<file path="config.mk">
export PLATFORM = sky130hd
export DESIGN_NAME = psg_tone_noise_generator_unit_flat
export DESIGN_NICKNAME = d
export VERILOG_FILES = /design/src/sv/psg_pkg.sv /design/src/sv/psg_req_if.sv /design/src/sv/psg_res_if.sv /design/src/sv/psg_tone_channel.sv /design/src/sv/psg_noise_channel.sv /design/src/sv/psg_tone_noise_generator_unit.sv /design/src/flat_wrapper.sv
export VERILOG_INCLUDE_DIRS = /design/src /design/src/sv
export SDC_FILE = /design/constraint.sdc
export NUM_CORES = 1
export LEC_CHECK = 0
export BUFFER_PORTS_ARGS = -buffer_cell sky130_fd_sc_hd__clkbuf_2
export CORE_ASPECT_RATIO = 2
export CORE_MARGIN = 2
export CORE_UTILIZATION = 50
export DETAILED_ROUTE_END_ITERATION = 7
export PLACE_DENSITY = 0.67
export SYNTH_ARGS = -nofsm -noshare
export SYNTH_HDL_FRONTEND = slang
export SYNTH_SLANG_ARGS = --single-unit
</file>
<file path="constraint.sdc">
create_clock -name clk -period 19.5 [get_ports clk]
set_input_delay 0.975 -clock clk [delete_from_list [all_inputs] [get_ports clk]]
set_output_delay 0.975 -clock clk [all_outputs]
set_load 0.01 [all_outputs]
</file>
<file path="src/sv/psg_tone_noise_generator_unit_assert.svh">
// Assertion macros shared by the noise channel and the top-level generator module.
`ifndef PSG_TONE_NOISE_GENERATOR_UNIT_ASSERT_SVH
`define PSG_TONE_NOISE_GENERATOR_UNIT_ASSERT_SVH

// Same-cycle implication, checked on every clock edge outside reset.
`define PSG_ASSERT_IMPL(label, ante, cons) \
    label: assert property (@(posedge clk) disable iff (!rst_n) (ante) |-> (cons)) \
        else $error("psg assertion failed");

// Next-cycle implication, checked on every clock edge outside reset.
`define PSG_ASSERT_NEXT(label, ante, cons) \
    label: assert property (@(posedge clk) disable iff (!rst_n) (ante) |=> (cons)) \
        else $error("psg assertion failed");

`endif

</file>
<file path="src/sv/psg_pkg.sv">
// Types, constants and the volume table of the tone and noise generator.
package psg_pkg;

    // Widths of the data path
    localparam int PERIOD_W    = 10;
    localparam int VOL_W       = 7;
    localparam int TONE_LVL_W  = 8;
    localparam int NOISE_LVL_W = 9;
    localparam int NOISE_SUM_W = 10;
    localparam int MIX_W       = 10;

    // Noise shift register
    localparam int SHIFTER_WIDTH = 16;
    localparam logic [SHIFTER_WIDTH-1:0] SHIFTER_RESET = {1'b1, {(SHIFTER_WIDTH-1){1'b0}}};

    // Operation codes
    localparam logic [1:0] OP_CHIP_WRITE = 2'd0;
    localparam logic [1:0] OP_ROUTING    = 2'd1;
    localparam logic [1:0] OP_TICK       = 2'd2;

    // Latched register codes (odd codes are volumes)
    localparam logic [2:0] REG_TONE0 = 3'd0;
    localparam logic [2:0] REG_TONE1 = 3'd2;
    localparam logic [2:0] REG_TONE2 = 3'd4;
    localparam logic [2:0] REG_NOISE = 3'd6;

    // Noise control and timing
    localparam logic [7:0] NOISE_PERIOD_RESET = 8'h10;
    localparam logic [7:0] NOISE_TRACK_TONE2  = 8'h80;
    localparam int         NOISE_WHITE_BIT    = 2;
    localparam logic [7:0] ROUTING_RESET      = 8'hff;

    // Tone periods above 1 and up to this value toggle the phase without sound
    localparam logic [PERIOD_W-1:0] SILENT_MAX = 10'd10;

    // Noise level saturation bounds
    localparam logic signed [NOISE_SUM_W-1:0] NOISE_SAT_HI = 10'sd128;
    localparam logic signed [NOISE_SUM_W-1:0] NOISE_SAT_LO = -10'sd128;

    // Noise channel settings handed from the register file
    typedef struct packed {
        logic [3:0]       control;
        logic [7:0]       period;
        logic [VOL_W-1:0] volume;
    } noise_cfg_t;

    // Attenuation to amplitude
    function automatic logic [VOL_W-1:0] vol_lookup(input logic [3:0] atten);
        logic [VOL_W-1:0] v;
        case (atten)
            4'd0:    v = 7'd64;
            4'd1:    v = 7'd50;
            4'd2:    v = 7'd39;
            4'd3:    v = 7'd31;
            4'd4:    v = 7'd24;
            4'd5:    v = 7'd19;
            4'd6:    v = 7'd15;
            4'd7:    v = 7'd12;
            4'd8:    v = 7'd9;
            4'd9:    v = 7'd7;
            4'd10:   v = 7'd5;
            4'd11:   v = 7'd4;
            4'd12:   v = 7'd3;
            4'd13:   v = 7'd2;
            4'd14:   v = 7'd1;
            default: v = 7'd0;
        endcase
        return v;
    endfunction

endpackage

</file>
<file path="src/sv/psg_req_if.sv">
// Request channel: operation code and data byte with valid/ready handshake.
interface psg_req_if;
    logic       valid;
    logic       ready;
    logic [1:0] operation;
    logic [7:0] data_byte;

    modport source (output valid, output operation, output data_byte, input ready);
    modport sink (input valid, input operation, input data_byte, output ready);
endinterface

</file>
<file path="src/sv/psg_res_if.sv">
// Result channel: channel levels and stereo mixes with valid/ready handshake.
interface psg_res_if;
    logic              valid;
    logic              ready;
    logic signed [9:0] left_mix;
    logic signed [9:0] right_mix;
    logic signed [7:0] tone0_level;
    logic signed [7:0] tone1_level;
    logic signed [7:0] tone2_level;
    logic signed [8:0] noise_level;

    modport source (output valid, output left_mix, output right_mix, output tone0_level,
                    output tone1_level, output tone2_level, output noise_level,
                    input ready);
    modport sink (input valid, input left_mix, input right_mix, input tone0_level,
                  input tone1_level, input tone2_level, input noise_level,
                  output ready);
endinterface

</file>
<file path="src/sv/psg_tone_channel.sv">
// One square-tone channel: down counter, phase and held level.
module psg_tone_channel
(
    input  logic                                       clk,
    input  logic                                       rst_n,
    input  logic                                       tick_en,
    input  logic [psg_pkg::PERIOD_W-1:0]               period,
    input  logic [psg_pkg::VOL_W-1:0]                  volume,
    output logic [psg_pkg::PERIOD_W-1:0]               counter,
    output logic signed [psg_pkg::TONE_LVL_W-1:0]      level_next
);

    logic [psg_pkg::PERIOD_W-1:0]          counter_reg, counter_next;
    logic                                  phase_reg, phase_next;
    logic signed [psg_pkg::TONE_LVL_W-1:0] level_reg;
    logic signed [psg_pkg::TONE_LVL_W-1:0] vol_s;

    assign vol_s   = {1'b0, volume};
    assign counter = counter_reg;

    // Count down; on expiry reload and move the phase
    always_comb
    begin
        counter_next = counter_reg;
        phase_next   = phase_reg;
        level_next   = level_reg;
        if (tick_en)
        begin
            if (counter_reg <= 10'd1)
            begin
                counter_next = period;
                if (period > psg_pkg::SILENT_MAX)
                begin
                    phase_next = ~phase_reg;
                    level_next = phase_next ? vol_s : -vol_s;
                end
                else if (period <= 10'd1)
                begin
                    // very short periods hold the output high
                    phase_next = 1'b1;
                    level_next = vol_s;
                end
                else
                begin
                    // inaudible range: phase runs, level is kept
                    phase_next = ~phase_reg;
                end
            end
            else
            begin
                counter_next = counter_reg - 10'd1;
            end
        end
    end

    always_ff @(posedge clk or negedge rst_n)
    begin
        if (!rst_n)
        begin
            counter_reg <= '0;
            phase_reg   <= 1'b1;
            level_reg   <= '0;
        end
        else
        begin
            counter_reg <= counter_next;
            phase_reg   <= phase_next;
            level_reg   <= level_next;
        end
    end

endmodule

</file>
<file path="src/sv/psg_noise_channel.sv">
// Noise channel: rate counter, LFSR and saturating accumulated level.
module psg_noise_channel
(
    input  logic                                   clk,
    input  logic                                   rst_n,
    input  logic                                   tick_en,
    input  logic                                   reload,
    input  psg_pkg::noise_cfg_t                    cfg,
    input  logic [psg_pkg::PERIOD_W-1:0]           tone2_counter,
    input  logic [psg_pkg::PERIOD_W-1:0]           tone2_period,
    output logic signed [psg_pkg::NOISE_LVL_W-1:0] level_next
);

`include "psg_tone_noise_generator_unit_assert.svh"

    logic [psg_pkg::PERIOD_W-1:0]           counter_reg, counter_next;
    logic                                   phase_reg, phase_next;
    logic [psg_pkg::SHIFTER_WIDTH-1:0]      shifter_reg, shifter_next;
    logic signed [psg_pkg::NOISE_LVL_W-1:0] level_reg;

    logic                                   track;
    logic [psg_pkg::PERIOD_W-1:0]           cnt_now;
    logic [psg_pkg::PERIOD_W-1:0]           reload_val;
    logic                                   fb;
    logic signed [psg_pkg::NOISE_SUM_W-1:0] vol_s;
    logic signed [psg_pkg::NOISE_SUM_W-1:0] sum;

    // Rate source: own period, or follow tone 2's counter and period
    assign track      = (cfg.period == psg_pkg::NOISE_TRACK_TONE2);
    assign cnt_now    = track ? tone2_counter : counter_reg;
    assign reload_val = track ? tone2_period : {2'b00, cfg.period};

    // Feedback: white taps bits 0 and 3, periodic recirculates bit 0
    assign fb    = cfg.control[psg_pkg::NOISE_WHITE_BIT] ? (shifter_reg[0] ^ shifter_reg[3])
                                                         : shifter_reg[0];
    assign vol_s = {3'b000, cfg.volume};

    // Level moves by the change of the output bit, scaled by volume
    always_comb
    begin
        sum = {level_reg[psg_pkg::NOISE_LVL_W-1], level_reg};
        if (shifter_reg[1])
            sum = sum + vol_s;
        if (shifter_reg[0])
            sum = sum - vol_s;
    end

    always_comb
    begin
        counter_next = counter_reg;
        phase_next   = phase_reg;
        shifter_next = shifter_reg;
        level_next   = level_reg;
        if (reload)
        begin
            shifter_next = psg_pkg::SHIFTER_RESET;
        end
        else if (tick_en)
        begin
            if (cnt_now <= 10'd1)
            begin
                counter_next = reload_val;
                phase_next   = ~phase_reg;
                // shift on every second expiry
                if (phase_next)
                begin
                    shifter_next = {fb, shifter_reg[psg_pkg::SHIFTER_WIDTH-1:1]};
                    if (sum > psg_pkg::NOISE_SAT_HI)
                        level_next = psg_pkg::NOISE_SAT_HI[psg_pkg::NOISE_LVL_W-1:0];
                    else if (sum < psg_pkg::NOISE_SAT_LO)
                        level_next = psg_pkg::NOISE_SAT_LO[psg_pkg::NOISE_LVL_W-1:0];
                    else
                        level_next = sum[psg_pkg::NOISE_LVL_W-1:0];
                end
            end
            else
            begin
                counter_next = cnt_now - 10'd1;
            end
        end
    end

    always_ff @(posedge clk or negedge rst_n)
    begin
        if (!rst_n)
        begin
            counter_reg <= '0;
            phase_reg   <= 1'b1;
            shifter_reg <= psg_pkg::SHIFTER_RESET;
            level_reg   <= '0;
        end
        else
        begin
            counter_reg <= counter_next;
            phase_reg   <= phase_next;
            shifter_reg <= shifter_next;
            level_reg   <= level_next;
        end
    end

    // Checks
    `PSG_ASSERT_IMPL(a_noise_range, 1'b1, (level_reg >= -9'sd128) && (level_reg <= 9'sd128))
    `PSG_ASSERT_NEXT(a_level_hold, !tick_en, $stable(level_reg))
    `PSG_ASSERT_NEXT(a_shifter_hold, !tick_en && !reload, $stable(shifter_reg))

endmodule

</file>
<file path="src/sv/psg_tone_noise_generator_unit.sv">
// Top level of the tone and noise generator: register file, channels, mixer.
// The block takes one item per clock cycle while no tick waits in the input
// register for the output. An item is captured in an input register, and
// when it advances a single update stage applies it to the chip registers
// and channel counters; an advancing tick writes its result into the output
// register, from which it is offered. Chip and routing writes give no
// result. A result that waits to be taken stalls only further ticks:
// writes behind it still flow through the input register, but a tick that
// reaches the input register waits there and holds off the input until the
// waiting result is taken.
module psg_tone_noise_generator_unit
(
    input  logic      clk,
    input  logic      rst_n,
    psg_req_if.sink   request,
    psg_res_if.source result,
    input  logic      cfg_we,
    input  logic      cfg_wdata
);

`include "psg_tone_noise_generator_unit_assert.svh"

    // Input register
    logic       s1_valid_reg, s1_valid_next;
    logic [1:0] s1_op_reg;
    logic [7:0] s1_data_reg;
    logic       s1_adv;
    logic       req_fire;

    // Chip registers
    logic                          stereo_mode_reg;
    logic [2:0]                    latched_reg, latched_next;
    logic [psg_pkg::PERIOD_W-1:0]  tone_period_reg [3];
    logic [psg_pkg::PERIOD_W-1:0]  tone_period_next [3];
    logic [3:0]                    noise_control_reg, noise_control_next;
    logic [7:0]                    noise_period_reg, noise_period_next;
    logic [psg_pkg::VOL_W-1:0]     volume_reg [4];
    logic [psg_pkg::VOL_W-1:0]     volume_next [4];
    logic [7:0]                    routing_reg, routing_next;
    logic                          noise_reload;
    logic [2:0]                    latch_now;

    // Channels
    logic                                   tick_fire;
    logic [psg_pkg::PERIOD_W-1:0]           tone_counter [3];
    logic signed [psg_pkg::TONE_LVL_W-1:0]  tone_level [3];
    logic signed [psg_pkg::NOISE_LVL_W-1:0] noise_level;
    psg_pkg::noise_cfg_t                    noise_cfg;

    // Mixer and output register
    logic signed [psg_pkg::MIX_W-1:0] lvl_ext [4];
    logic signed [psg_pkg::MIX_W-1:0] left_sum, right_sum;
    logic                             out_valid_reg, out_valid_next;
    logic signed [psg_pkg::MIX_W-1:0] left_reg, right_reg;
    logic signed [7:0]                tone0_reg, tone1_reg, tone2_reg;
    logic signed [8:0]                noise_reg;

    // Handshake: a tick advances only when the output register is free
    assign s1_adv        = s1_valid_reg && ((s1_op_reg != psg_pkg::OP_TICK) ||
                                            !out_valid_reg || result.ready);
    assign request.ready = !s1_valid_reg || s1_adv;
    assign req_fire      = request.valid && request.ready;
    assign s1_valid_next = req_fire ? 1'b1 : (s1_adv ? 1'b0 : s1_valid_reg);
    assign tick_fire     = s1_adv && (s1_op_reg == psg_pkg::OP_TICK);

    always_ff @(posedge clk or negedge rst_n)
    begin
        if (!rst_n)
            s1_valid_reg <= 1'b0;
        else
            s1_valid_reg <= s1_valid_next;
    end

    always_ff @(posedge clk)
    begin
        if (req_fire)
        begin
            s1_op_reg   <= request.operation;
            s1_data_reg <= request.data_byte;
        end
    end

    // Chip and routing writes
    assign latch_now = s1_data_reg[7] ? s1_data_reg[6:4] : latched_reg;

    always_comb
    begin
        latched_next       = latched_reg;
        tone_period_next   = tone_period_reg;
        noise_control_next = noise_control_reg;
        noise_period_next  = noise_period_reg;
        volume_next        = volume_reg;
        routing_next       = routing_reg;
        noise_reload       = 1'b0;
        if (s1_adv && (s1_op_reg == psg_pkg::OP_ROUTING))
        begin
            routing_next = s1_data_reg;
        end
        if (s1_adv && (s1_op_reg == psg_pkg::OP_CHIP_WRITE))
        begin
            latched_next = latch_now;
            case (latch_now)
                psg_pkg::REG_TONE0, psg_pkg::REG_TONE1, psg_pkg::REG_TONE2:
                begin
                    if (s1_data_reg[7])
                        tone_period_next[latch_now[2:1]][3:0] = s1_data_reg[3:0];
                    else
                        tone_period_next[latch_now[2:1]][9:4] = s1_data_reg[5:0];
                end
                psg_pkg::REG_NOISE:
                begin
                    noise_control_next = s1_data_reg[3:0];
                    noise_period_next  = psg_pkg::NOISE_PERIOD_RESET << s1_data_reg[1:0];
                    noise_reload       = 1'b1;
                end
                default:
                begin
                    volume_next[latch_now[2:1]] = psg_pkg::vol_lookup(s1_data_reg[3:0]);
                end
            endcase
        end
    end

    always_ff @(posedge clk or negedge rst_n)
    begin
        if (!rst_n)
        begin
            stereo_mode_reg   <= 1'b0;
            latched_reg       <= '0;
            noise_control_reg <= '0;
            noise_period_reg  <= psg_pkg::NOISE_PERIOD_RESET;
            routing_reg       <= psg_pkg::ROUTING_RESET;
            for (int i = 0; i < 3; i++)
                tone_period_reg[i] <= '0;
            for (int i = 0; i < 4; i++)
                volume_reg[i] <= '0;
        end
        else
        begin
            if (cfg_we)
                stereo_mode_reg <= cfg_wdata;
            latched_reg       <= latched_next;
            noise_control_reg <= noise_control_next;
            noise_period_reg  <= noise_period_next;
            routing_reg       <= routing_next;
            tone_period_reg   <= tone_period_next;
            volume_reg        <= volume_next;
        end
    end

    // Tone channels
    for (genvar c = 0; c < 3; c++)
    begin : g_tone
        psg_tone_channel u_tone
        (
            .clk        (clk),
            .rst_n      (rst_n),
            .tick_en    (tick_fire),
            .period     (tone_period_reg[c]),
            .volume     (volume_reg[c]),
            .counter    (tone_counter[c]),
            .level_next (tone_level[c])
        );
    end

    // Noise channel, updated ahead of the tones within a tick
    assign noise_cfg.control = noise_control_reg;
    assign noise_cfg.period  = noise_period_reg;
    assign noise_cfg.volume  = volume_reg[3];

    psg_noise_channel u_noise
    (
        .clk           (clk),
        .rst_n         (rst_n),
        .tick_en       (tick_fire),
        .reload        (noise_reload),
        .cfg           (noise_cfg),
        .tone2_counter (tone_counter[2]),
        .tone2_period  (tone_period_reg[2]),
        .level_next    (noise_level)
    );

    // Stereo mixer over the updated levels
    assign lvl_ext[0] = {{2{tone_level[0][7]}}, tone_level[0]};
    assign lvl_ext[1] = {{2{tone_level[1][7]}}, tone_level[1]};
    assign lvl_ext[2] = {{2{tone_level[2][7]}}, tone_level[2]};
    assign lvl_ext[3] = {noise_level[8], noise_level};

    always_comb
    begin
        left_sum  = '0;
        right_sum = '0;
        for (int c = 0; c < 4; c++)
        begin
            if (!stereo_mode_reg || routing_reg[4+c])
                left_sum = left_sum + lvl_ext[c];
            if (!stereo_mode_reg || routing_reg[c])
                right_sum = right_sum + lvl_ext[c];
        end
    end

    // Output register
    assign out_valid_next = tick_fire || (out_valid_reg && !result.ready);

    always_ff @(posedge clk or negedge rst_n)
    begin
        if (!rst_n)
            out_valid_reg <= 1'b0;
        else
            out_valid_reg <= out_valid_next;
    end

    always_ff @(posedge clk)
    begin
        if (tick_fire)
        begin
            left_reg  <= left_sum;
            right_reg <= right_sum;
            tone0_reg <= tone_level[0];
            tone1_reg <= tone_level[1];
            tone2_reg <= tone_level[2];
            noise_reg <= noise_level;
        end
    end

    assign result.valid       = out_valid_reg;
    assign result.left_mix    = left_reg;
    assign result.right_mix   = right_reg;
    assign result.tone0_level = tone0_reg;
    assign result.tone1_level = tone1_reg;
    assign result.tone2_level = tone2_reg;
    assign result.noise_level = noise_reg;

    // Checks
    `PSG_ASSERT_NEXT(a_tick_result, tick_fire, out_valid_reg)
    `PSG_ASSERT_IMPL(a_no_overwrite, out_valid_reg && !result.ready, !tick_fire)
    `PSG_ASSERT_NEXT(a_mono_equal, tick_fire && !stereo_mode_reg, left_reg == right_reg)

endmodule
</file>
<file path="src/flat_wrapper.sv">
// flat-port wrapper written by rule: the top's interface ports become plain ports
module psg_tone_noise_generator_unit_flat 
  (clk, rst_n, cfg_we, cfg_wdata, request_valid, request_operation, request_data_byte, request_ready, result_valid, result_left_mix, result_right_mix, result_tone0_level, result_tone1_level, result_tone2_level, result_noise_level, result_ready);
  psg_req_if request_i ();
  psg_res_if result_i ();
  input  logic clk;
  input  logic rst_n;
  input  logic cfg_we;
  input  logic cfg_wdata;
  input wire logic [$bits(request_i.valid)-1:0] request_valid;
  input wire logic [$bits(request_i.operation)-1:0] request_operation;
  input wire logic [$bits(request_i.data_byte)-1:0] request_data_byte;
  output wire logic [$bits(request_i.ready)-1:0] request_ready;
  output wire logic [$bits(result_i.valid)-1:0] result_valid;
  output wire logic [$bits(result_i.left_mix)-1:0] result_left_mix;
  output wire logic [$bits(result_i.right_mix)-1:0] result_right_mix;
  output wire logic [$bits(result_i.tone0_level)-1:0] result_tone0_level;
  output wire logic [$bits(result_i.tone1_level)-1:0] result_tone1_level;
  output wire logic [$bits(result_i.tone2_level)-1:0] result_tone2_level;
  output wire logic [$bits(result_i.noise_level)-1:0] result_noise_level;
  input wire logic [$bits(result_i.ready)-1:0] result_ready;
  assign request_i.valid = request_valid;
  assign request_i.operation = request_operation;
  assign request_i.data_byte = request_data_byte;
  assign request_ready = request_i.ready;
  assign result_valid = result_i.valid;
  assign result_left_mix = result_i.left_mix;
  assign result_right_mix = result_i.right_mix;
  assign result_tone0_level = result_i.tone0_level;
  assign result_tone1_level = result_i.tone1_level;
  assign result_tone2_level = result_i.tone2_level;
  assign result_noise_level = result_i.noise_level;
  assign result_i.ready = result_ready;
  psg_tone_noise_generator_unit u_core (.clk(clk), .rst_n(rst_n), .request(request_i), .result(result_i), .cfg_we(cfg_we), .cfg_wdata(cfg_wdata));
endmodule
</file>
==> metrics.txt, run 1 <==
status finished, final reports clean; Root Buffer clkbuf_16; drt first pass iters 6; leakage power total 7.23 nW; worst rel slew slack 19.6%; count of state elements after synthesis 240; Layout area overhead 10.5%; Min-Delay Path Class register to register; max-cap check violation count 0; drt via density 6.01; DR iter-0 viols 832; Gate power share 36.4%; R2R depth 27; DR WL/cell 19.5 um; Seq pwr share 38.8%; RSZ-0062 raised after global routing false; final slew viol count 0; CTS tree done; core area 29000 um2; Clock Latency Late Sink 0.54 ns; vias in the first global route 11700; Mapped Avg Cell Area 9.73 um2; switch share 37.3%; Initial Utilization 50.8%; Final Cycle Share 37.2%; antenna-violating nets left 0; Worst EP required 19.76 ns; cell-internal power 1.23 mW; post-route minimum period 7.25 ns; Cell variety after synth 97; PnR worst setup slack 12.25 ns; FMAX 0.138 GHz; Clock Power Share 24.8%; Synth Warn # 0; clk slew on worst S/H paths 0.07 ns; TNS Setup 0 ns; Crit Path Class register to register; Worst Path Max Fanout 14; Worst R2R End u_core.result.right_mix[9]$_DFFE_PP_; ys async rst share 70.8%; CTS Sinks 240; Worst-Margin Slew 1.19 ns; CTS H-tree depth 1; footprint of the multi-input gates 7910 um2; post-synthesis simple-gate area fraction 16.6%; final setup violation count 0; post-synthesis mux area share 8.46%; Place WS 11.76 ns; Post-DP HPWL 28.5 mm; top_reg_cell synth dfrtp_1; # rows 88; R2R setup slack 12.25 ns; drt total wl 37.9 mm; synthesized cell area 14700 um2; Worst setup EP type register; die area 30900 um2; nets 1675; WHS 0.476 ns; Die Wd 125 um; IO Pins 71; Critical Path Source Type register; # fillers 2584; first-pass GRT wire length 61.1 mm; combinational family with the most area after synthesis compound AO/OA/AOI/OAI gates; syn nets 1617; worst clock skew 0.0275 ns; Reg area 6300 um2; VDD IR max 0.0700 mV; Post-synth EDFFs 63; initial antenna violation count 0; port buffer count 70; Hold Violations, Final 0; PostCTS Resize Cnt 0; adder-cell share of the synthesized area 7.98%; total number of vias 11700; drt drc 0; Antenna Cells 0; largest net degree at the start of global routing 89; reg-to-reg startpoint u_core.g_tone[1].u_tone.counter[5]$_DFFE_PN0P_; Cells after Synth 1512; Sw Pwr 0.729 mW; Hold Buf Count CTS 0; pwr dens 120 nW/um2; Remaining Overflow, GRT 0; Critical Path Sink u_core.result.right_mix[9]$_DFFE_PP_; sequential area share after synthesis 42.9%; Placer Congestion 0.943; total CTS buffers 23; share of cells above drive strength 1 16.7%; complex-gate fraction of the synthesized area 17.4%; Die Height 247 um; GRT Util Overall 24.7%; CTS Buffer Depth 3; CP startpoint u_core.g_tone[1].u_tone.counter[5]$_DFFE_PN0P_; xor/xnor cell area share of the yosys netlist 3.26%; Post-CTS Setup Inserts 0; Arrival @ worst endpoint 7.51 ns; Finished Core Util 56.1%
[cell usage in the layout, fill, tap and decap left out, types with 8 or more instances in the layout]
| cell type | n |
|---|---|
| a31oi_1 | 26 |
| xnor2_1 | 25 |
| nand2_1 | 160 |
| mux2_2 | 80 |
| or3_1 | 14 |
| o21a_1 | 17 |
| edfxtp_1 | 63 |
| o21ai_0 | 117 |
| nand3_1 | 35 |
| o211ai_1 | 10 |
| nor2b_1 | 25 |
| nor3b_1 | 9 |
| dfrtp_1 | 156 |
| nor2_1 | 103 |
| a211oi_1 | 10 |
| nor3_1 | 42 |
| clkbuf_16 | 23 |
| o31ai_1 | 17 |
| fa_1 | 8 |
| a21oi_1 | 100 |
| nand2b_1 | 23 |
| mux2i_1 | 27 |
| a21o_1 | 22 |
| buf_4 | 15 |
| clkbuf_2 | 69 |
| xor2_1 | 22 |
| ha_1 | 81 |
| inv_1 | 78 |
| nor4_1 | 11 |
| dfstp_2 | 14 |
[how the worst min path moves through the flow]
stage                                                            end  slack, ns                                        from  depth (start not counted)
after CTS                  u_core.u_noise.shifter_reg[8]$_DFFE_PN0P_       0.48   u_core.u_noise.shifter_reg[9]$_DFFE_PN0P_                          2
after global placement    u_core.u_noise.shifter_reg[13]$_DFFE_PN0P_       0.45  u_core.u_noise.shifter_reg[14]$_DFFE_PN0P_                          2
after detailed placement   u_core.u_noise.shifter_reg[8]$_DFFE_PN0P_       0.46   u_core.u_noise.shifter_reg[9]$_DFFE_PN0P_                          2
final                      u_core.u_noise.shifter_reg[8]$_DFFE_PN0P_       0.48   u_core.u_noise.shifter_reg[9]$_DFFE_PN0P_                          2
after floorplan           u_core.u_noise.shifter_reg[10]$_DFFE_PN0P_       0.45  u_core.u_noise.shifter_reg[11]$_DFFE_PN0P_                          2
after global routing            u_core.u_noise.phase_reg$_DFFE_PN1P_       0.50        u_core.u_noise.phase_reg$_DFFE_PN1P_                          2
[Yosys cell counts, drive strengths merged (13+ instances only)]
cell / count / area, um2
nand2: 161 / 604
dfrtp: 156 / 3900
o21ai: 124 / 624
nor2: 108 / 437
a21oi: 106 / 553
ha: 81 / 1010
mux2: 81 / 916
inv: 80 / 300
edfxtp: 63 / 1890
clkbuf: 45 / 169
nor3: 43 / 226
nand3: 36 / 185
mux2i: 28 / 284
a31oi: 26 / 163
nor2b: 25 / 156
xnor2: 25 / 219
nand2b: 23 / 144
a21o: 22 / 165
o31ai: 22 / 190
xor2: 22 / 193
o21a: 17 / 128
or3: 16 / 110
dfstp: 14 / 368
nor4: 13 / 103
[stage by stage]
step	total power [mW]	instance area [um2]	std cells
6_report	1.96	16300	1947
5_1_grt	2.09	16300	1947
4_1_cts	1.96	16300	1947
3_5_place_dp	1.47	15400	1905
3_3_place_gp	1.45	15400	1905
2_1_floorplan	1.28	14700	1512
[layer usage]
metal / GRT usage (%) / wire [um] / vias to the layer above
li1: - / - / 5582
met1: 26.2 / 13700 / 5733
met2: 46.8 / 20400 / 277
met3: 2.24 / 1200 / 112
met4: 14.9 / 2600 / 0
met5: 0 / 0 / -
[power groups by stage]
stage	combinational, mW	sequential [mW]	clock (mW)
2_1_floorplan	0.567	0.710	0
3_3_place_gp	0.686	0.763	0
3_5_place_dp	0.706	0.765	0
4_1_cts	0.712	0.756	0.496
5_1_grt	0.802	0.771	0.516
6_report	0.712	0.759	0.486
[critical path: stages (launching register included)]
cell	delay (ns)
dfrtp_1	0.42
nor4_1	0.63
and2_0	0.67
nand2_1	0.20
a21oi_1	0.32
nor2_1	0.07
a21oi_1	0.50
ha_1	0.34
a21o_1	0.15
a21oi_1	0.27
xnor2_1	0.16
nand2_1	0.06
o21ai_1	0.15
inv_1	0.07
ha_1	0.34
o21ai_0	0.13
a21boi_0	0.26
o21a_1	0.14
nor2_1	0.05
o21ai_0	0.31
xor2_1	0.11
mux2_2	0.28
ha_1	0.32
nand2_1	0.06
o41a_1	0.31
or2_2	0.27
mux2i_1	0.15
xnor3_1	0.22
[cells by family (layout without fill, tap and decap cells)]
family                   Yosys count  in the layout
AND/OR/NAND/NOR                  487            487
XOR/XNOR                          50             50
flip-flops                       240            240
AO/OA/AOI/OAI                    402            402
buffers and inverters            133            208
adder cells (fa/ha/maj)           89             89
multiplexers                     111            111
[area by class of cell]
type / count / share of cell area [%]
multi-input combinational: 1139 / 48.7
sequential: 240 / 38.8
clock buffer: 35 / 4.13
timing repair buffer: 85 / 2.89
tap: 360 / 2.77
inverter: 81 / 1.87
clock inverter: 7 / 0.893
Note: power is estimated with default switching activity, not from simulation.
==> run 2, diff against run 1 <==
Clock period 19.5 ns to 6.7 ns, I/O delays scaled along.
==> run 2 against run 1 <==
  * Non-clock buffer count rose by 52
  * Die area did not move
  * Global-route usage rose by 0.85 points
  * Critical endpoint unchanged
  * Setup slack got worse by 12 ns
  * First-iteration DRC count fell by 16%
  * Combinational power rose to 3.1 times the previous value
  * Sequential cell count did not move
  * Power rose to 2.9 times the previous value
  * Highest routed layer unchanged
  * Design area rose by 2.8%
==> metrics.txt, run 2 (synthesized netlist as in run 1, its figures left out) <==
core area 29000 um2; Crit Path Class register to register; CTS H-tree depth 1; CTS Sinks 240; drt first pass iters 5; pwr dens 343 nW/um2; Root Buffer clkbuf_16; most frequent cells in the layout 160 x nand2_1, 155 x dfrtp_1, 111 x o21ai_0; CTS Buffer Depth 3; Die Wd 125 um; clk slew on worst S/H paths 0.07 ns; status finished, final reports clean; vias in the first global route 12100; WP buf/inv 1; FMAX 0.156 GHz; antenna-violating nets left 0; Min-Delay Path Class input port to register; nets 1727; GRT Util Overall 25.6%; WHS 0.0411 ns; Hold Violations, Final 0; Layout area overhead 13.6%; Post-DP HPWL 30.0 mm; Sw Pwr 2.20 mW; Finished Core Util 57.7%; largest net degree at the start of global routing 74; Worst-Margin Slew 1.24 ns; VDD IR max 0.218 mV; Clock Power Share 23.1%; worst rel slew slack 15.9%; Arrival @ worst endpoint 6.67 ns; drt via density 5.98; first-pass GRT wire length 62.7 mm; initial antenna violation count 0; cell-internal power 3.53 mW; DR iter-0 viols 697; DR WL/cell 19.8 um; drt total wl 39.7 mm; Worst Path Max Fanout 4; commonest non-fill, non-tap cell in the layout nand2_1; Place WS -0.0142 ns; Clock Latency Late Sink 0.55 ns; # fillers 2524; Remaining Overflow, GRT 0; Max stage delay on crit path 0.56 ns; Placer Congestion 0.932; max-cap check violation count 0; CTS tree done; Top delay family on crit path simple AND/OR/NAND/NOR gates; Initial Utilization 50.8%; PnR worst setup slack 0.300 ns; switch share 38.3%; share of cells above drive strength 1 19.8%; Worst EP required 6.97 ns; # rows 88; post-route minimum period 6.40 ns; Seq pwr share 38.4%; Antenna Cells 0; die area 30900 um2; Final Cycle Share 95.5%; drt drc 0; worst clock skew 0.0215 ns; final setup violation count 0; port buffer count 70; Gate power share 38.5%; Die Height 247 um; total number of vias 11900; leakage power total 7.48 nW; final slew viol count 0; total CTS buffers 23; Worst setup EP type register; Critical Path Source Type register; Crit-path slowest cell or4_4; IO Pins 71
## run 2: metal layers
metal  wire length, um  global-route usage [%]  part of all wire, %  up-vias
met3              1260                    2.39                  3.2      140
met2             21000                    47.6                   53      302
met1             14500                    27.0                   37     5816
li1                  -                       -                    -     5686
met5                 0                       0                    0        -
met4              2950                    17.2                  7.4        0
## run 2: power groups by stage
stage               registers, mW  clock network [mW]  logic [mW]
floorplan                    2.07                   0        1.65
global placement             2.20                   0        2.11
detailed placement           2.22                   0        2.16
CTS                          2.19                1.35        2.18
global route                 2.23                1.41        2.48
finish                       2.20                1.32        2.21
## run 2: layout make-up
class	count	area, um2	share of cell area, %
sequential	240	6300	37.7
inverter	81	304	1.82
clock inverter	12	133	0.794
tap	360	450	2.70
timing repair buffer	137	887	5.31
multi-input combinational	1139	8020	48.0
clock buffer	29	608	3.64
## run 2: final timing paths
path / from / to / slack (ns) / cells after the start
worst max-delay path: u_core.g_tone[0].u_tone.counter[3]$_DFFE_PN0P_ / u_core.result.right_mix[9]$_DFFE_PP_ / 0.30 / 25
worst min-delay path: request_data_byte[3] / u_core.s1_data_reg[3]$_DFFE_PP_ / 0.04 / 1
worst max register to register: u_core.g_tone[0].u_tone.counter[3]$_DFFE_PN0P_ / u_core.result.right_mix[9]$_DFFE_PP_ / 0.30 / 25
worst min register to register: u_core.u_noise.shifter_reg[10]$_DFFE_PN0P_ / u_core.u_noise.shifter_reg[9]$_DFFE_PN0P_ / 0.47 / 2
max in group asynchronous: rst_n / u_core.u_noise.shifter_reg[9]$_DFFE_PN0P_ / 4.44 / 4
min in group asynchronous: rst_n / u_core.g_tone[0].u_tone.level_reg[2]$_DFF_PN0_ / 0.40 / 2
## run 2: what timing repair did
action / CTS / global route
pin swaps: 0 / 7
buffers inserted: 0 / 3
resized for setup: 1 / 31
hold buffers: 11 / 0
hold endpoints to repair: 79 / 0
setup endpoints to repair: 1 / 8
## run 2: through the flow
step,TNS (ns),cells,area (um2),total power [mW]
final,0,1998,16700,5.73
after global routing,-0.0198,1998,16700,6.12
after CTS,0,1995,16600,5.72
after detailed placement,-0.0142,1943,15700,4.37
after global placement,0,1943,15700,4.31
after floorplan,0,1512,14700,3.72
## run 2: worst reg2reg max path: stages, from the launching register on
cell      delay, ns
dfrtp_1        0.38
or4_4          0.56
or4_4          0.44
or3_4          0.39
mux2i_4        0.18
nor2_1         0.08
ha_2           0.21
fa_2           0.54
nand2_1        0.06
o31ai_2        0.12
inv_1          0.11
fa_1           0.41
nor2b_1        0.15
o21ai_0        0.12
a21boi_1       0.20
o21a_1         0.13
nor2_1         0.06
o21ai_1        0.25
xor2_1         0.10
mux2_2         0.27
ha_1           0.32
nand2_1        0.06
o41a_1         0.31
or2_2          0.27
mux2i_1        0.16
xnor3_1        0.25
==> run 3, diff against run 2 <==
Clock period 6.7 ns to 8.3 ns, I/O delays scaled along.
==> run 3 against run 2 <==
  * Critical path depth did not move
  * Hold slack improved by 0.016 ns
  * Sequential share of layout area rose by 1.1 points
  * Via count fell by 1.5%
  * Clock power fell by 19%
  * Critical path type unchanged
==> metrics.txt, run 3 (synthesized netlist as in run 1, its figures left out) <==
Layout area overhead 10.3%; vias in the first global route 11800; Max stage delay on crit path 0.58 ns; Final Cycle Share 85.6%; R2R depth 25; Placer Congestion 0.907; most frequent cells in the layout 160 x nand2_1, 156 x dfrtp_1, 117 x o21ai_0; worst clock skew 0.0133 ns; Crit Path Class register to register; Finished Core Util 56.0%; commonest non-fill, non-tap cell in the layout nand2_1; antenna-violating nets left 0; Antenna Cells 0; footprint of the multi-input gates 7910 um2; first-pass GRT wire length 60.9 mm; VDD IR max 0.153 mV; nets 1680; DR iter-0 viols 722; max-cap check violation count 0; WHS 0.0572 ns; final setup violation count 0; final slew viol count 0; initial antenna violation count 0; # fillers 2595; core area 29000 um2; die area 30900 um2; R2R setup slack 1.20 ns; TNS Setup 0 ns; FMAX 0.141 GHz; share of cells above drive strength 1 16.9%; total CTS buffers 23; Root Buffer clkbuf_16; IO Pins 71; Top delay family on crit path simple AND/OR/NAND/NOR gates; Clock Latency Late Sink 0.53 ns; Reg area 6300 um2; CTS Sinks 240; Worst setup EP type register; PnR worst setup slack 1.20 ns; Worst-Margin Slew 1.28 ns; hold path depth 1; Die Height 247 um; PostCTS Resize Cnt 0; pwr dens 280 nW/um2; Place WS 1.29 ns; GRT Util Overall 24.6%; worst rel slew slack 13.7%; total number of vias 11800; Post-CTS Setup Inserts 0; CTS H-tree depth 1; clk slew on worst S/H paths 0.07 ns; DR WL/cell 19.6 um; Most Frequent Cell on Critical Path ha_1; Crit-path slowest cell or4_4; drt first pass iters 5; WP buf/inv 0; post-route minimum period 7.10 ns; Min-Delay Path Class input port to register; port buffer count 70; RSZ-0062 raised after global routing false; # rows 88; Remaining Overflow, GRT 0; Arrival @ worst endpoint 7.37 ns; drt drc 0; Initial Utilization 50.8%; drt total wl 38.2 mm; Critical Path Source Type register; largest net degree at the start of global routing 77; leakage power total 7.24 nW; CTS tree done; drt via density 6.03; CTS Buffer Depth 3; Worst EP required 8.57 ns; CP Depth 25; Die Wd 125 um; Hold Violations, Final 0; Post-DP HPWL 28.8 mm; Worst Path Max Fanout 11; total power 4.54 mW; status finished, final reports clean
run 3: cell types whose count changed in the layout (fill, tap and decap cells not counted), moves of 5 or more:
cell	change
buf_4	-37
dlygate4sd3_1	-10
a21oi_1	+8
a21oi_2	-7
o21ai_0	+6
o21ai_1	-5
run 3: what timing repair did:
item | 4_1_cts | 5_1_grt
hold buffers | 1 | 0
endpoints found under the setup margin | 0 | 0
hold endpoints to repair | 29 | 0
run 3: layer usage:
layer / global-route usage, % / part of all wire, %
met5: 0 / 0
met4: 13.5 / 5.4
met3: 1.98 / 2.8
met2: 47.6 / 55
met1: 26.0 / 37
run 3: area by class of cell:
type	count	share of cell area (%)
Multi-Input combinational cell	1139	48.7
Sequential cell	240	38.9
Clock buffer	27	3.64
Timing Repair Buffer	90	3.14
Tap cell	360	2.78
Inverter	81	1.87
Clock inverter	15	0.972
run 3: power by group:
| part | internal, mW | switching, mW | total, mW |
|---|---|---|---|
| combinational | 0.714 | 0.975 | 1.69 |
| clock | 0.607 | 0.467 | 1.07 |
| sequential | 1.49 | 0.283 | 1.77 |
| total | 2.81 | 1.72 | 4.54 |
run 3: final timing paths:
path                                                                      from                                        endpoint
max in group asynchronous                                                rst_n               u_core.volume_reg[20]$_DFFE_PN0P_
worst min-delay path                                      request_operation[0]                   u_core.s1_op_reg[0]$_DFFE_PP_
worst max-delay path            u_core.g_tone[0].u_tone.counter[3]$_DFFE_PN0P_            u_core.result.right_mix[9]$_DFFE_PP_
min in group asynchronous                                                rst_n  u_core.g_tone[0].u_tone.level_reg[7]$_DFF_PN0_
worst min register to register       u_core.u_noise.shifter_reg[9]$_DFFE_PN0P_       u_core.u_noise.shifter_reg[8]$_DFFE_PN0P_
worst max register to register  u_core.g_tone[0].u_tone.counter[3]$_DFFE_PN0P_            u_core.result.right_mix[9]$_DFFE_PP_
run 3: metrics by stage:
stage	cell area, um2	instances
floorplan	14700	1512
global placement	15500	1909
detailed placement	15500	1909
CTS	16200	1952
global route	16200	1952
finish	16200	1952
